`src/sv/cpt_pkg.sv`:
```
// Shared types and constants for the phase current Park transform unit.
package cpt_pkg;

  localparam int CUR_W  = 21;
  localparam int DQ_W   = 22;
  localparam int PH_W   = 22;
  localparam int TRIG_W = 16;

  localparam int OFFSET_W = 12;
  localparam int GAIN_W   = 16;
  localparam int POLE_W   = 7;

  localparam int CFG_INDEX_W = 2;
  localparam int CFG_DATA_W  = 16;

  localparam logic [CFG_INDEX_W-1:0] CFG_ADC_OFFSET   = 2'd0;
  localparam logic [CFG_INDEX_W-1:0] CFG_CURRENT_GAIN = 2'd1;
  localparam logic [CFG_INDEX_W-1:0] CFG_POLE_PAIRS   = 2'd2;

  localparam logic [OFFSET_W-1:0] OFFSET_RESET = 12'd2048;
  localparam logic [GAIN_W-1:0]   GAIN_RESET   = 16'd13517;
  localparam logic [POLE_W-1:0]   POLE_RESET   = 7'd7;

  localparam logic signed [CUR_W-1:0] CUR_MAX = 21'sd1048575;
  localparam logic signed [CUR_W-1:0] CUR_MIN = -21'sd1048576;
  localparam logic signed [DQ_W-1:0]  DQ_MAX  = 22'sd2097151;
  localparam logic signed [DQ_W-1:0]  DQ_MIN  = -22'sd2097152;

  // Common-mode mean: floor((sum + 1) / 3) through a biased reciprocal multiply.
  localparam int MEAN_U_W     = 23;
  localparam int MEAN_RECIP_W = 24;
  localparam int MEAN_SHIFT   = 25;
  localparam int MEAN_P_W     = MEAN_U_W + MEAN_RECIP_W;
  localparam logic [MEAN_RECIP_W-1:0] MEAN_RECIP = 24'd11184811;
  localparam logic signed [MEAN_U_W:0] MEAN_BIAS = 24'sd3145729;
  localparam logic signed [PH_W-1:0]   MEAN_UNBIAS = 22'sd1048576;

  // Sine and cosine generation.
  localparam int CORDIC_STEPS = 16;
  localparam int CORDIC_W     = 33;
  localparam int RESID_W      = 30;
  localparam logic signed [CORDIC_W-1:0] CORDIC_K = 33'sd652032874;
  localparam logic signed [CORDIC_W-1:0] TRIG_ROUND = 33'sd16384;
  localparam int TRIG_SHIFT = 15;
  localparam logic signed [TRIG_W-1:0] TRIG_MAX = 16'sd32767;
  localparam logic [31:0] THIRD_TURN = 32'h5555_5555;
  localparam logic [31:0] PHASE_BIAS = 32'h2000_0000;

  localparam logic signed [CORDIC_W-1:0] ATAN_TURNS [CORDIC_STEPS] = '{
    33'sd536870912, 33'sd316933406, 33'sd167458907, 33'sd85004756,
    33'sd42667331,  33'sd21354465,  33'sd10680862,  33'sd5340245,
    33'sd2670163,   33'sd1335087,   33'sd667544,    33'sd333772,
    33'sd166886,    33'sd83443,     33'sd41722,     33'sd20861
  };

  localparam logic [1:0] QUAD_0 = 2'd0;
  localparam logic [1:0] QUAD_1 = 2'd1;
  localparam logic [1:0] QUAD_2 = 2'd2;

  // d/q scaling: floor((acc + 24576) / 49152) as a shift by 14 and a divide by 3.
  localparam int ACC_W       = 40;
  localparam int DQ_PRE_SHIFT = 14;
  localparam int DQ_N_W      = ACC_W - DQ_PRE_SHIFT;
  localparam int DQ_U_W      = 26;
  localparam int DQ_RECIP_W  = 28;
  localparam int DQ_SHIFT    = 29;
  localparam int DQ_P_W      = DQ_U_W + DQ_RECIP_W;
  localparam logic signed [ACC_W-1:0]   DQ_ROUND = 40'sd24576;
  localparam logic signed [DQ_N_W+1:0]  DQ_BIAS  = 28'sd50331648;
  localparam logic [DQ_RECIP_W-1:0]     DQ_RECIP = 28'd178956971;
  localparam int DQ_R_W = DQ_P_W - DQ_SHIFT + 1;
  localparam logic signed [DQ_R_W-1:0]  DQ_UNBIAS = 26'sd16777216;

  // Stages from input to the last datapath register.
  localparam int ALIGN_STAGES = CORDIC_STEPS - 3;
  localparam int PIPE_STAGES  = CORDIC_STEPS + 8;

  localparam int OUT_TDATA_W = ((3 * CUR_W + 2 * DQ_W + 7) / 8) * 8;

  typedef struct packed {
    logic [1:0]                quad;
    logic signed [RESID_W-1:0] resid;
  } phase_t;

  typedef struct packed {
    logic signed [TRIG_W-1:0] cos_val;
    logic signed [TRIG_W-1:0] sin_val;
  } trig_t;

  typedef struct packed {
    logic signed [CUR_W-1:0] cur_a;
    logic signed [CUR_W-1:0] cur_b;
    logic signed [CUR_W-1:0] cur_c;
    logic signed [PH_W-1:0]  ph_a;
    logic signed [PH_W-1:0]  ph_b;
    logic signed [PH_W-1:0]  ph_c;
  } meas_t;

  // The last field sits in the lowest bits.
  typedef struct packed {
    logic signed [DQ_W-1:0]  q_current;
    logic signed [DQ_W-1:0]  d_current;
    logic signed [CUR_W-1:0] current_c;
    logic signed [CUR_W-1:0] current_b;
    logic signed [CUR_W-1:0] current_a;
  } result_t;

endpackage

```
`src/sv/cpt_cordic.sv`:
```
// Pipelined rotation-mode CORDIC giving Q1.15 cosine and sine for one phase.
module cpt_cordic (
  input  logic            clk,
  input  logic            en,
  input  cpt_pkg::phase_t lane_in,
  output cpt_pkg::trig_t  trig
);

  localparam int W = cpt_pkg::CORDIC_W;
  localparam int N = cpt_pkg::CORDIC_STEPS;

  logic signed [W-1:0] x [N];
  logic signed [W-1:0] y [N];
  logic signed [W-1:0] z [N];
  logic [1:0]          quad [N];

  for (genvar i = 0; i < N; i++) begin : g_step
    logic signed [W-1:0] xi;
    logic signed [W-1:0] yi;
    logic signed [W-1:0] zi;
    logic [1:0]          qi;

    if (i == 0) begin : g_first
      assign xi = cpt_pkg::CORDIC_K;
      assign yi = '0;
      assign zi = W'(lane_in.resid);
      assign qi = lane_in.quad;
    end else begin : g_next
      assign xi = x[i-1];
      assign yi = y[i-1];
      assign zi = z[i-1];
      assign qi = quad[i-1];
    end

    always_ff @(posedge clk) begin
      if (en) begin
        quad[i] <= qi;
        if (!zi[W-1]) begin
          x[i] <= xi - (yi >>> i);
          y[i] <= yi + (xi >>> i);
          z[i] <= zi - cpt_pkg::ATAN_TURNS[i];
        end else begin
          x[i] <= xi + (yi >>> i);
          y[i] <= yi - (xi >>> i);
          z[i] <= zi + cpt_pkg::ATAN_TURNS[i];
        end
      end
    end
  end

  logic signed [W-1:0]              xr;
  logic signed [W-1:0]              yr;
  logic signed [cpt_pkg::TRIG_W-1:0] c_sat;
  logic signed [cpt_pkg::TRIG_W-1:0] s_sat;
  cpt_pkg::trig_t                   rotated;

  always_comb begin
    xr = (x[N-1] + cpt_pkg::TRIG_ROUND) >>> cpt_pkg::TRIG_SHIFT;
    yr = (y[N-1] + cpt_pkg::TRIG_ROUND) >>> cpt_pkg::TRIG_SHIFT;
    if (xr > W'(cpt_pkg::TRIG_MAX)) begin
      c_sat = cpt_pkg::TRIG_MAX;
    end else if (xr < -W'(cpt_pkg::TRIG_MAX)) begin
      c_sat = -cpt_pkg::TRIG_MAX;
    end else begin
      c_sat = cpt_pkg::TRIG_W'(xr);
    end
    if (yr > W'(cpt_pkg::TRIG_MAX)) begin
      s_sat = cpt_pkg::TRIG_MAX;
    end else if (yr < -W'(cpt_pkg::TRIG_MAX)) begin
      s_sat = -cpt_pkg::TRIG_MAX;
    end else begin
      s_sat = cpt_pkg::TRIG_W'(yr);
    end
    case (quad[N-1])
      cpt_pkg::QUAD_0: begin
        rotated.cos_val = c_sat;
        rotated.sin_val = s_sat;
      end
      cpt_pkg::QUAD_1: begin
        rotated.cos_val = -s_sat;
        rotated.sin_val = c_sat;
      end
      cpt_pkg::QUAD_2: begin
        rotated.cos_val = -c_sat;
        rotated.sin_val = -s_sat;
      end
      default: begin
        rotated.cos_val = s_sat;
        rotated.sin_val = -c_sat;
      end
    endcase
  end

  always_ff @(posedge clk) begin
    if (en) begin
      trig <= rotated;
    end
  end

endmodule

```
`config.mk`:
```
export PLATFORM = sky130hd
export DESIGN_NAME = cpt_cordic
export DESIGN_NICKNAME = d
export VERILOG_FILES = /design/src/sv/cpt_pkg.sv /design/src/sv/cpt_cordic.sv
export SDC_FILE = /design/constraint.sdc
export NUM_CORES = 2
export LEC_CHECK = 0
export BUFFER_PORTS_ARGS = -buffer_cell sky130_fd_sc_hd__clkbuf_2
export CORE_ASPECT_RATIO = 0.7
export CORE_MARGIN = 8
export CORE_UTILIZATION = 45
export CTS_CLUSTER_DIAMETER = 60
export DETAILED_ROUTE_END_ITERATION = 16
export PLACE_DENSITY = 0.68
export SETUP_SLACK_MARGIN = 0.1
export SLEW_MARGIN = 30
export SYNTH_ARGS = -nofsm -noshare
export SYNTH_HDL_FRONTEND = slang
export SYNTH_SLANG_ARGS = --single-unit
export TNS_END_PERCENT = 10
```
`constraint.sdc`:
```
create_clock -name clk -period 13.3 [get_ports clk]
set_clock_uncertainty 0.2 [all_clocks]
set_input_delay 1.33 -clock clk [delete_from_list [all_inputs] [get_ports clk]]
set_output_delay 1.33 -clock clk [all_outputs]
set_load 0.01 [all_outputs]
```
==> metrics.md <==
| Metric | Value |
|---|---|
| GRT Overall Usage | 19.8% |
| Via count | roughly 93k |
| Clock sinks | around 1.5k |
| Syn avg cell area | roughly 10 sq um |
| Largest stage delay, worst path | 780 ps |
| Crit-path cells | buf_12 -> buf_12 -> nand2_1 -> buf_4 -> inv_1 -> buf_4 -> a21oi_1 -> xor2_1 -> ha_1 -> o21a_1 -> o21a_1 -> o21a_1 -> a21boi_1 -> a211oi_1 -> o211ai_1 -> o22a_1 -> o41ai_2 -> o2111ai_1 -> a21oi_1 -> xnor2_1 |
| First-pass GRT wire length | 471000 um |
| Critical path required time | approximately 14000 ps |
| Detailed Routing Iterations Pass 1 | 6 |
| Final Setup Violations | 0 |
| Delay-heaviest family, CP | compound AO/OA/AOI/OAI gates |
| Worst skew pair latency | 860 ps |
| WHS Path Cells | 0 |
| CTS clk-pin slew, worst paths | 60 ps |
| DRT iter0 DRCs | approximately 8.8k |
| Clock buffer count from CTS | 174 |
| Final #Nets | about 14k |
| Setup Buffers After CTS | 0 |
| Crit end category | register |
| P&R area growth vs syn | 8.42% |
| Row count | 159 |
| # port buffers | 65 |
| Status | finished clean |
| Rel. slew slack | between 20 and 30% |
| Largest family of logic cells by synthesized area | compound AO/OA/AOI/OAI gates |
| Area share of and/or/nand/nor cells after synthesis | around an eighth |
| Chip Height | between 400 and 500 um |
| Register bit total from synthesis | 1462 |
| R2R cell count | 16 |
| CP max-delay cell | a211oi_1 |
| Starting Density | 45.1% |
| Top Ports | 66 |
| Post-Syn Instances | about 12k |
| Cell area after synthesis | 121000 sq um |
| Synth warn | 0 |
| H-Tree Depth | 4 |
| Global route total overflow | 0 |
| CTS tree | done |
| RSZ-0062 raised after global routing | false |
| Critical Path Start Type | primary input |
| WS Path Type | primary input to register |
| Reg-to-Reg End | x[1][261] |
| Worst-Margin Slew | 1090 ps |
| Layout fillers | between 20k and 25k |
| Most used cell, CP | o21a_1 |
| Layout cell share with drive strength beyond 1 | 4.65% |
| Largest net degree at the start of global routing | 165 |
| CTS max path bufs | 4 |
| Vias in the first global route | 84.6k |
| Worst Hold Class | register to register |
| Root buffer cell | clkbuf_16 |
| Period Utilization, post-route | 54.2% |
| Post-Synth Adder-Cell Area | 14.7% |
| MaxCap Viol Count | 0 |
| Final Max Slew Viols | 0 |
| Register area share after synthesis | 36.4% |
| WL/cell | 18.4 um |
| CP Buf/Inv Count | 5 |
| Most common cell after layout, fill and taps aside | edfxtp_1 |
| Post-synth EDFFs | between 1k and 1.5k |
| Ys flop type | edfxtp_1 |
| Most frequent cells in the layout | edfxtp_1, ha_1, a21oi_1 |
| Initial antenna violation count | 6 |
| Worst Path Max Fanout | 143 |
| Number of distinct library cells after synthesis | 109 |
| DP HPWL | 233000 um |
| Residual DRC | 0 |
| Hold EP | z[1][100] |
| Worst EP arrival | 7600 ps |
| HP Start | z[1][67] |
| Synth Area in XOR/XNOR | about an eighth |
| Multiplexer area fraction after synthesis | 1.03% |
| Synth Area in Compound Gates | 19.9% |
| Die area | about 290000 sq um |
| Hold-fix buffer count after cts | 0 |
| Setup TNS | 0 ps |
| Via-to-Cell Ratio | about 5.8 |
| Reg-to-Reg Start | y[1][215] |
| Fmax | 139 MHz |
| Final min period | 7200 ps |
| Die width | ~630 um |
| Post-CTS Resized | 0 |
| Core Footprint | about 270000 sq um |
| Flop2flop setup slack | 7180 ps |
| Final WL | 297000 um |
| Final Hold Viols | 0 |
| Synth async-reset ratio | 0% |
| RePlAce Congestion | 0.927 |
| Syn Nets | 13.8k |
| ANT nets after route | 0 |
## layer usage
layer  wire, um  vias to the layer above  GRT usage [%]
li1           -                    46300              -
met1     154000                    43700           32.3
met2     111000                     3040           26.5
met3      28200                      285           4.46
met4       4160                       10           3.12
met5         71                        -              0
## metrics by stage
stage	cell area, sq um	setup WS, ps	utilization (%)	hold WS (ps)	std cells
floorplan	121000	7150	-	200	12400
global placement	125000	5520	46.8	201	15800
detailed placement	125000	5490	46.8	205	15800
CTS	131000	6350	48.9	177	16100
global route	131000	5830	48.9	197	16100
finish	131000	6100	48.9	170	16100
## synth_stat cells, types with 224 or more instances
cell type,n,area (sq um)
a21o_1,558,4190
a21oi_1,1244,6230
edfxtp_1,1462,43900
ha_1,1351,16900
inv_1,519,1950
nand2_1,642,2410
nand3_1,235,1180
nor2_1,946,3550
nor3_1,259,1300
o21ai_0,667,3340
o21bai_1,224,1680
xnor2_1,1232,10800
xor2_1,606,5310
## cells by family after synthesis
logic type | Yosys count
AO/OA/AOI/OAI | 3776
buffers and inverters | 736
XOR/XNOR | 1838
adder cells (fa/ha/maj) | 1394
multiplexers | 116
AND/OR/NAND/NOR | 3045
flip-flops | 1462
## area by class of cell
cell class	count	area, sq um	share of cell area (%)
Multi-Input combinational cell	10200	74000	56.5
Sequential cell	1462	43900	33.6
Clock buffer	207	4500	3.44
Tap cell	3542	4430	3.39
Inverter	527	1980	1.51
Clock inverter	97	1170	0.898
Timing Repair Buffer	132	905	0.691
Antenna cell	2	5.00	0.00382
## worst max-delay path by stage
stage,end,cells past startpoint,startpoint,slack (ps)
floorplan,x[1][194],17,en,7150
global placement,x[0][262],20,en,5520
detailed placement,x[0][129],20,en,5490
CTS,x[0][129],20,en,6350
global route,x[0][129],20,en,5830
finish,x[0][129],20,en,6100
## state kept, by name, summed over array words and instances, names as in the netlist
signal	flops
trig	32
z	460
x	456
y	482
quad	32
Power is not shown: default switching activity piles up to over one toggle a cycle in this logic, so the estimate is an artifact.
