$ cat config.mk
export PLATFORM = sky130hd
export DESIGN_NAME = cpt_current
export DESIGN_NICKNAME = d
export VERILOG_FILES = /design/src/sv/cpt_pkg.sv /design/src/sv/cpt_current.sv
export SDC_FILE = /design/constraint.sdc
export NUM_CORES = 2
export LEC_CHECK = 0
export ABC_AREA = 1
export BUFFER_PORTS_ARGS = -buffer_cell sky130_fd_sc_hd__buf_4
export CAP_MARGIN = 20
export CORE_UTILIZATION = 25
export CTS_CLUSTER_SIZE = 16
export DETAILED_ROUTE_END_ITERATION = 8
export PLACE_DENSITY = 0.51
export SYNTH_ARGS = -nofsm -noshare
export SYNTH_HDL_FRONTEND = slang
export SYNTH_SLANG_ARGS = --single-unit
$ cat constraint.sdc
create_clock -name clk -period 5.81 [get_ports clk]
set_clock_uncertainty 0.2 [all_clocks]
set_input_delay 0.581 -clock clk [delete_from_list [all_inputs] [get_ports clk]]
set_output_delay 0.581 -clock clk [all_outputs]
set_load 0.02 [all_outputs]
$ cat src/sv/cpt_pkg.sv
// Shared types and constants for the phase current Park transform unit.
package cpt_pkg;

  localparam int CUR_W  = 21;
  localparam int DQ_W   = 22;
  localparam int PH_W   = 22;
  localparam int TRIG_W = 16;

  localparam int OFFSET_W = 12;
  localparam int GAIN_W   = 16;
  localparam int POLE_W   = 7;

  localparam int CFG_INDEX_W = 2;
  localparam int CFG_DATA_W  = 16;

  localparam logic [CFG_INDEX_W-1:0] CFG_ADC_OFFSET   = 2'd0;
  localparam logic [CFG_INDEX_W-1:0] CFG_CURRENT_GAIN = 2'd1;
  localparam logic [CFG_INDEX_W-1:0] CFG_POLE_PAIRS   = 2'd2;

  localparam logic [OFFSET_W-1:0] OFFSET_RESET = 12'd2048;
  localparam logic [GAIN_W-1:0]   GAIN_RESET   = 16'd13517;
  localparam logic [POLE_W-1:0]   POLE_RESET   = 7'd7;

  localparam logic signed [CUR_W-1:0] CUR_MAX = 21'sd1048575;
  localparam logic signed [CUR_W-1:0] CUR_MIN = -21'sd1048576;
  localparam logic signed [DQ_W-1:0]  DQ_MAX  = 22'sd2097151;
  localparam logic signed [DQ_W-1:0]  DQ_MIN  = -22'sd2097152;

  // Common-mode mean: floor((sum + 1) / 3) through a biased reciprocal multiply.
  localparam int MEAN_U_W     = 23;
  localparam int MEAN_RECIP_W = 24;
  localparam int MEAN_SHIFT   = 25;
  localparam int MEAN_P_W     = MEAN_U_W + MEAN_RECIP_W;
  localparam logic [MEAN_RECIP_W-1:0] MEAN_RECIP = 24'd11184811;
  localparam logic signed [MEAN_U_W:0] MEAN_BIAS = 24'sd3145729;
  localparam logic signed [PH_W-1:0]   MEAN_UNBIAS = 22'sd1048576;

  // Sine and cosine generation.
  localparam int CORDIC_STEPS = 16;
  localparam int CORDIC_W     = 33;
  localparam int RESID_W      = 30;
  localparam logic signed [CORDIC_W-1:0] CORDIC_K = 33'sd652032874;
  localparam logic signed [CORDIC_W-1:0] TRIG_ROUND = 33'sd16384;
  localparam int TRIG_SHIFT = 15;
  localparam logic signed [TRIG_W-1:0] TRIG_MAX = 16'sd32767;
  localparam logic [31:0] THIRD_TURN = 32'h5555_5555;
  localparam logic [31:0] PHASE_BIAS = 32'h2000_0000;

  localparam logic signed [CORDIC_W-1:0] ATAN_TURNS [CORDIC_STEPS] = '{
    33'sd536870912, 33'sd316933406, 33'sd167458907, 33'sd85004756,
    33'sd42667331,  33'sd21354465,  33'sd10680862,  33'sd5340245,
    33'sd2670163,   33'sd1335087,   33'sd667544,    33'sd333772,
    33'sd166886,    33'sd83443,     33'sd41722,     33'sd20861
  };

  localparam logic [1:0] QUAD_0 = 2'd0;
  localparam logic [1:0] QUAD_1 = 2'd1;
  localparam logic [1:0] QUAD_2 = 2'd2;

  // d/q scaling: floor((acc + 24576) / 49152) as a shift by 14 and a divide by 3.
  localparam int ACC_W       = 40;
  localparam int DQ_PRE_SHIFT = 14;
  localparam int DQ_N_W      = ACC_W - DQ_PRE_SHIFT;
  localparam int DQ_U_W      = 26;
  localparam int DQ_RECIP_W  = 28;
  localparam int DQ_SHIFT    = 29;
  localparam int DQ_P_W      = DQ_U_W + DQ_RECIP_W;
  localparam logic signed [ACC_W-1:0]   DQ_ROUND = 40'sd24576;
  localparam logic signed [DQ_N_W+1:0]  DQ_BIAS  = 28'sd50331648;
  localparam logic [DQ_RECIP_W-1:0]     DQ_RECIP = 28'd178956971;
  localparam int DQ_R_W = DQ_P_W - DQ_SHIFT + 1;
  localparam logic signed [DQ_R_W-1:0]  DQ_UNBIAS = 26'sd16777216;

  // Stages from input to the last datapath register.
  localparam int ALIGN_STAGES = CORDIC_STEPS - 3;
  localparam int PIPE_STAGES  = CORDIC_STEPS + 8;

  localparam int OUT_TDATA_W = ((3 * CUR_W + 2 * DQ_W + 7) / 8) * 8;

  typedef struct packed {
    logic [1:0]                quad;
    logic signed [RESID_W-1:0] resid;
  } phase_t;

  typedef struct packed {
    logic signed [TRIG_W-1:0] cos_val;
    logic signed [TRIG_W-1:0] sin_val;
  } trig_t;

  typedef struct packed {
    logic signed [CUR_W-1:0] cur_a;
    logic signed [CUR_W-1:0] cur_b;
    logic signed [CUR_W-1:0] cur_c;
    logic signed [PH_W-1:0]  ph_a;
    logic signed [PH_W-1:0]  ph_b;
    logic signed [PH_W-1:0]  ph_c;
  } meas_t;

  // The last field sits in the lowest bits.
  typedef struct packed {
    logic signed [DQ_W-1:0]  q_current;
    logic signed [DQ_W-1:0]  d_current;
    logic signed [CUR_W-1:0] current_c;
    logic signed [CUR_W-1:0] current_b;
    logic signed [CUR_W-1:0] current_a;
  } result_t;

endpackage

$ cat src/sv/cpt_current.sv
// Phase current scaling, common-mode removal and alignment delay line.
module cpt_current #(
  parameter int ADC_BITS = 12
) (
  input  logic                          clk,
  input  logic                          en,
  input  logic [ADC_BITS-1:0]           adc_a,
  input  logic [ADC_BITS-1:0]           adc_b,
  input  logic [ADC_BITS-1:0]           adc_c,
  input  logic [cpt_pkg::OFFSET_W-1:0]  adc_offset,
  input  logic [cpt_pkg::GAIN_W-1:0]    current_gain,
  output cpt_pkg::meas_t                meas
);

  localparam int DIFF_W = ADC_BITS + 1;
  localparam int PROD_W = DIFF_W + cpt_pkg::GAIN_W + 1;
  localparam int RND_W  = PROD_W + 1;
  localparam int SCL_W  = RND_W - 8;
  localparam int CMP_W  = RND_W + cpt_pkg::CUR_W;
  localparam int SUM_W  = cpt_pkg::CUR_W + 2;

  logic [ADC_BITS+cpt_pkg::OFFSET_W-1:0] offset_wide;
  logic [ADC_BITS-1:0]                   offset_cut;
  logic [ADC_BITS-1:0]                   adc [3];
  logic signed [DIFF_W-1:0]              diff [3];
  logic signed [PROD_W-1:0]              prod [3];
  logic signed [RND_W-1:0]               prod_round [3];
  logic signed [SCL_W-1:0]               scaled [3];
  logic signed [cpt_pkg::CUR_W-1:0]      cur_sat [3];
  logic signed [cpt_pkg::CUR_W-1:0]      cur3 [3];
  logic signed [cpt_pkg::CUR_W-1:0]      cur4 [3];
  logic signed [cpt_pkg::CUR_W-1:0]      cur5 [3];
  logic signed [SUM_W-1:0]               sum;
  logic signed [cpt_pkg::MEAN_U_W:0]     biased;
  logic [cpt_pkg::MEAN_U_W-1:0]          mean_u;
  logic [cpt_pkg::MEAN_P_W-1:0]          mean_prod;
  logic signed [cpt_pkg::PH_W-1:0]       mean;
  cpt_pkg::meas_t                        meas6;
  cpt_pkg::meas_t                        line [cpt_pkg::ALIGN_STAGES];

  assign offset_wide = {{ADC_BITS{1'b0}}, adc_offset};
  assign offset_cut  = offset_wide[ADC_BITS-1:0];
  assign adc[0] = adc_a;
  assign adc[1] = adc_b;
  assign adc[2] = adc_c;

  always_comb begin
    for (int k = 0; k < 3; k++) begin
      prod_round[k] = RND_W'(prod[k]) + RND_W'(128);
      scaled[k]     = $signed(prod_round[k][RND_W-1:8]);
      if (CMP_W'(scaled[k]) > CMP_W'(cpt_pkg::CUR_MAX)) begin
        cur_sat[k] = cpt_pkg::CUR_MAX;
      end else if (CMP_W'(scaled[k]) < CMP_W'(cpt_pkg::CUR_MIN)) begin
        cur_sat[k] = cpt_pkg::CUR_MIN;
      end else begin
        cur_sat[k] = cpt_pkg::CUR_W'(scaled[k]);
      end
    end
    sum    = SUM_W'(cur3[0]) + SUM_W'(cur3[1]) + SUM_W'(cur3[2]);
    biased = (cpt_pkg::MEAN_U_W + 1)'(sum) + cpt_pkg::MEAN_BIAS;
    mean   = $signed(mean_prod[cpt_pkg::MEAN_P_W-1:cpt_pkg::MEAN_SHIFT]) - cpt_pkg::MEAN_UNBIAS;
  end

  always_ff @(posedge clk) begin
    if (en) begin
      for (int k = 0; k < 3; k++) begin
        diff[k] <= $signed({1'b0, adc[k]}) - $signed({1'b0, offset_cut});
        prod[k] <= PROD_W'(diff[k]) * PROD_W'($signed({1'b0, current_gain}));
        cur3[k] <= cur_sat[k];
        cur4[k] <= cur3[k];
        cur5[k] <= cur4[k];
      end
      mean_u    <= biased[cpt_pkg::MEAN_U_W-1:0];
      mean_prod <= cpt_pkg::MEAN_P_W'(mean_u) * cpt_pkg::MEAN_P_W'(cpt_pkg::MEAN_RECIP);
      meas6.cur_a <= cur5[0];
      meas6.cur_b <= cur5[1];
      meas6.cur_c <= cur5[2];
      meas6.ph_a  <= cpt_pkg::PH_W'(cur5[0]) - mean;
      meas6.ph_b  <= cpt_pkg::PH_W'(cur5[1]) - mean;
      meas6.ph_c  <= cpt_pkg::PH_W'(cur5[2]) - mean;
      line[0] <= meas6;
      for (int i = 1; i < cpt_pkg::ALIGN_STAGES; i++) begin
        line[i] <= line[i-1];
      end
    end
  end

  assign meas = line[cpt_pkg::ALIGN_STAGES-1];

endmodule

==> impl_metrics.yaml <==
synthesis:
  synth-seq-cells: 2148
  synth_cells: 8100
  yosys.area_share.simple_pct: 9.01
  synthDistinctLibCells: 44
  synth_nets: 9420
  yosysTopAreaCell: "edfxtp_1"
  synth_flop_cell: "edfxtp_1"
  synth-compound-area-share_pct: 2.34
  synth_edf_count: 2148
  async_flop_share_pct: 0
  synth_area_per_cell_sq_um: 13.0
  synthAdderAreaFrac_pct: 19.3
  synthMuxAreaShare_pct: 0
  synth_top_family_by_area: "adder cells"
  synth_area_leaders: "edfxtp_1, fa_1, ha_1"
  ys_warn_count: 0
  synth_top_area_share_pct: 61.1
  ys_seq_area_share_pct: 61.1
  syn_area_sq_um: 106000
  synth-xor-area-share_pct: 1.66
sta:
  worst_slack_ns: -0.105
  tightest_slew_ns: 1.10
  fin_crit_sh_pct: 102
  relSlewSlack_pct: 26.9
  maxSlewViolCount: 0
  tns_ns: -0.438
  fin_crit_ns: 5.92
  setup_viol: 11
  rsz0062_at_grt: "yes"
  timing.fmax_mhz: 169
  finalHoldViolCount: 0
  whs_ns: 0.113
critical_path:
  cp_num_buf_inv: 8
  critPathSlowestCell: "fa_1"
  r2r_slack_ns: -0.11
  worstSetupPathType: "register to register"
  cp_max_fo: 3
  cp_top_family: "adder cells"
  startpoint_type: "register"
  critPathRequiredTime_ns: 6.24
  cp_common_cell: "fa_1"
  arrival_ns: 6.35
  slowest_delay_ns: 0.55
  end_kind: "register"
hold_path:
  hold_path_class: "input port to register"
clock_tree:
  numCtsBuffers: 222
  clkLatencyLatePin_ns: 0.90
  cts_tree: "done"
  clk_pin_slew_ns: 0.07
  cts-root-buf: "clkbuf_16"
  cts_buffer_depth: 4
  cts_sinks: 2148
  cts_htree_levels: 4
grt:
  grt_overflow: 0
  grtUsageTotal_pct: 10.9
  grt_pass1_wl_um: 361000
  grt_pass1_vias: 60900
  antenna_found_initial: 5
  grt_max_degree: 193
routing:
  wirelength_um: 235000
  ant_nets: 0
  vias: 57600
  detail_route.first_pass.iterations: 5
  drt_iter0_drc: 3290
  post_drt_wl_per_cell_um: 16.0
  routed_via_density: 3.91
  drc: 0
finish:
  area_delta_synth_final_pct: 19.9
  layout-drive-gt1-share_pct: 15.9
  nets: 10200
  final_common_cell: "edfxtp_1"
  regArea_sq_um: 64500
  layout_common_cells: "edfxtp_1, nand2_1, inv_1, buf_4, fa_1"
  multiInputGateArea_sq_um: 35600
  fill_cells: 42600
floorplan:
  die-area_sq_um: 425000
  dieWidth_um: 652
  fp.dieH_um: 652
  start_util_pct: 25.1
  core_sq_um: 420000
  rows: 238
  boundaryPins: 195
placed_design:
  io_buffers: 194
  place_ws_ns: -0.530
  hpwl_um: 183000
  routabilityCongestion: 0.876
flow_run:
  cap_violations: 0
status:
  violations: "negative setup slack"
  status: "finished, violations left"
[registers in the layout, summed over array words and instances (netlist names)]
register   cells
cur3          63
cur4          63
cur5          63
diff          39
line        1677
mean_prod     22
mean_u        23
meas6        129
prod          69
[synth_stat cells, types with 3 or more instances]
cell type     n
clkbuf_1    112
inv_1      1422
nand2b_1      3
nand2_1    1631
a21oi_1     244
o21ai_2       4
nor4_1       10
ha_1        624
nand3_1     193
o21ai_1       4
a21o_1       10
a31oi_1      10
xnor2_1      64
and3_1        3
buf_1        19
nand3b_1     10
fa_1        630
o211ai_1      3
o21ai_0     128
nor3_1       64
o21bai_1     32
xor2_1      136
edfxtp_1   2148
nor2_4        5
nand3_2       5
a21boi_0     12
nor2_1      332
buf_4       130
nand2_2       9
buf_2         4
nand4_1      64
and2_1        4
buf_6        10
o21a_1        8
[final timing paths]
path                        start                       to  cells after the start
max          mean_u[22]$_DFFE_PP_  mean_prod[36]$_DFFE_PP_                     25
min                      adc_c[8]    diff[0][34]$_DFFE_PP_                      3
max reg2reg  mean_u[22]$_DFFE_PP_  mean_prod[36]$_DFFE_PP_                     25
min reg2reg  meas6[115]$_DFFE_PP_   line[0][115]$_DFFE_PP_                      0
[final cells by class]
class                      instances  share of cell area (%)
clock inverter                   139                    1.07
multi-input combinational       4251                    28.1
timing repair buffer             844                    5.54
clock buffer                     260                    4.52
sequential                      2148                    50.9
inverter                        1425                    4.23
antenna                            1                 0.00198
tap                             5640                    5.57
[per-layer routing]
| layer | track usage [%] | part of all wire, % |
|---|---|---|
| met1 | 14.3 | 45 |
| met5 | 0 | 0.018 |
| met3 | 1.55 | 3.8 |
| met2 | 18.4 | 48 |
| met4 | 3.57 | 3.2 |
[worst min-delay path, cell delays in order]
cell and delay (ns):
buf_4 0.08, ha_1 0.22, xnor2_1 0.17
[per-stage QoR]
step                std cells  utilization (%)  area (sq um)
floorplan                8100                -        106000
global placement        14200             27.9        117000
detailed placement      14200             27.9        117000
CTS                     14700             29.8        125000
global route            14700             30.1        127000
finish                  14700             30.1        127000
[timing repair]
action | in CTS | in global routing
hold buffers | 33 | 0
setup endpoints to repair | 37 | 67
gates resized for setup | 144 | 247
pin swaps | 54 | 111
hold endpoints to repair | 42 | 0
buffers inserted | 27 | 28
[cell families (layout without fill, tap and decap cells)]
kind of cell	after synthesis	count (layout)
other cells	0	1
xor+xnor	200	200
buf+inv	1701	2668
compound gates	456	456
flops	2148	2148
fa+ha+maj	1254	1254
simple gates	2341	2341
Power is not shown: default switching activity piles up to over one toggle a cycle in this logic, so the estimate is an artifact.
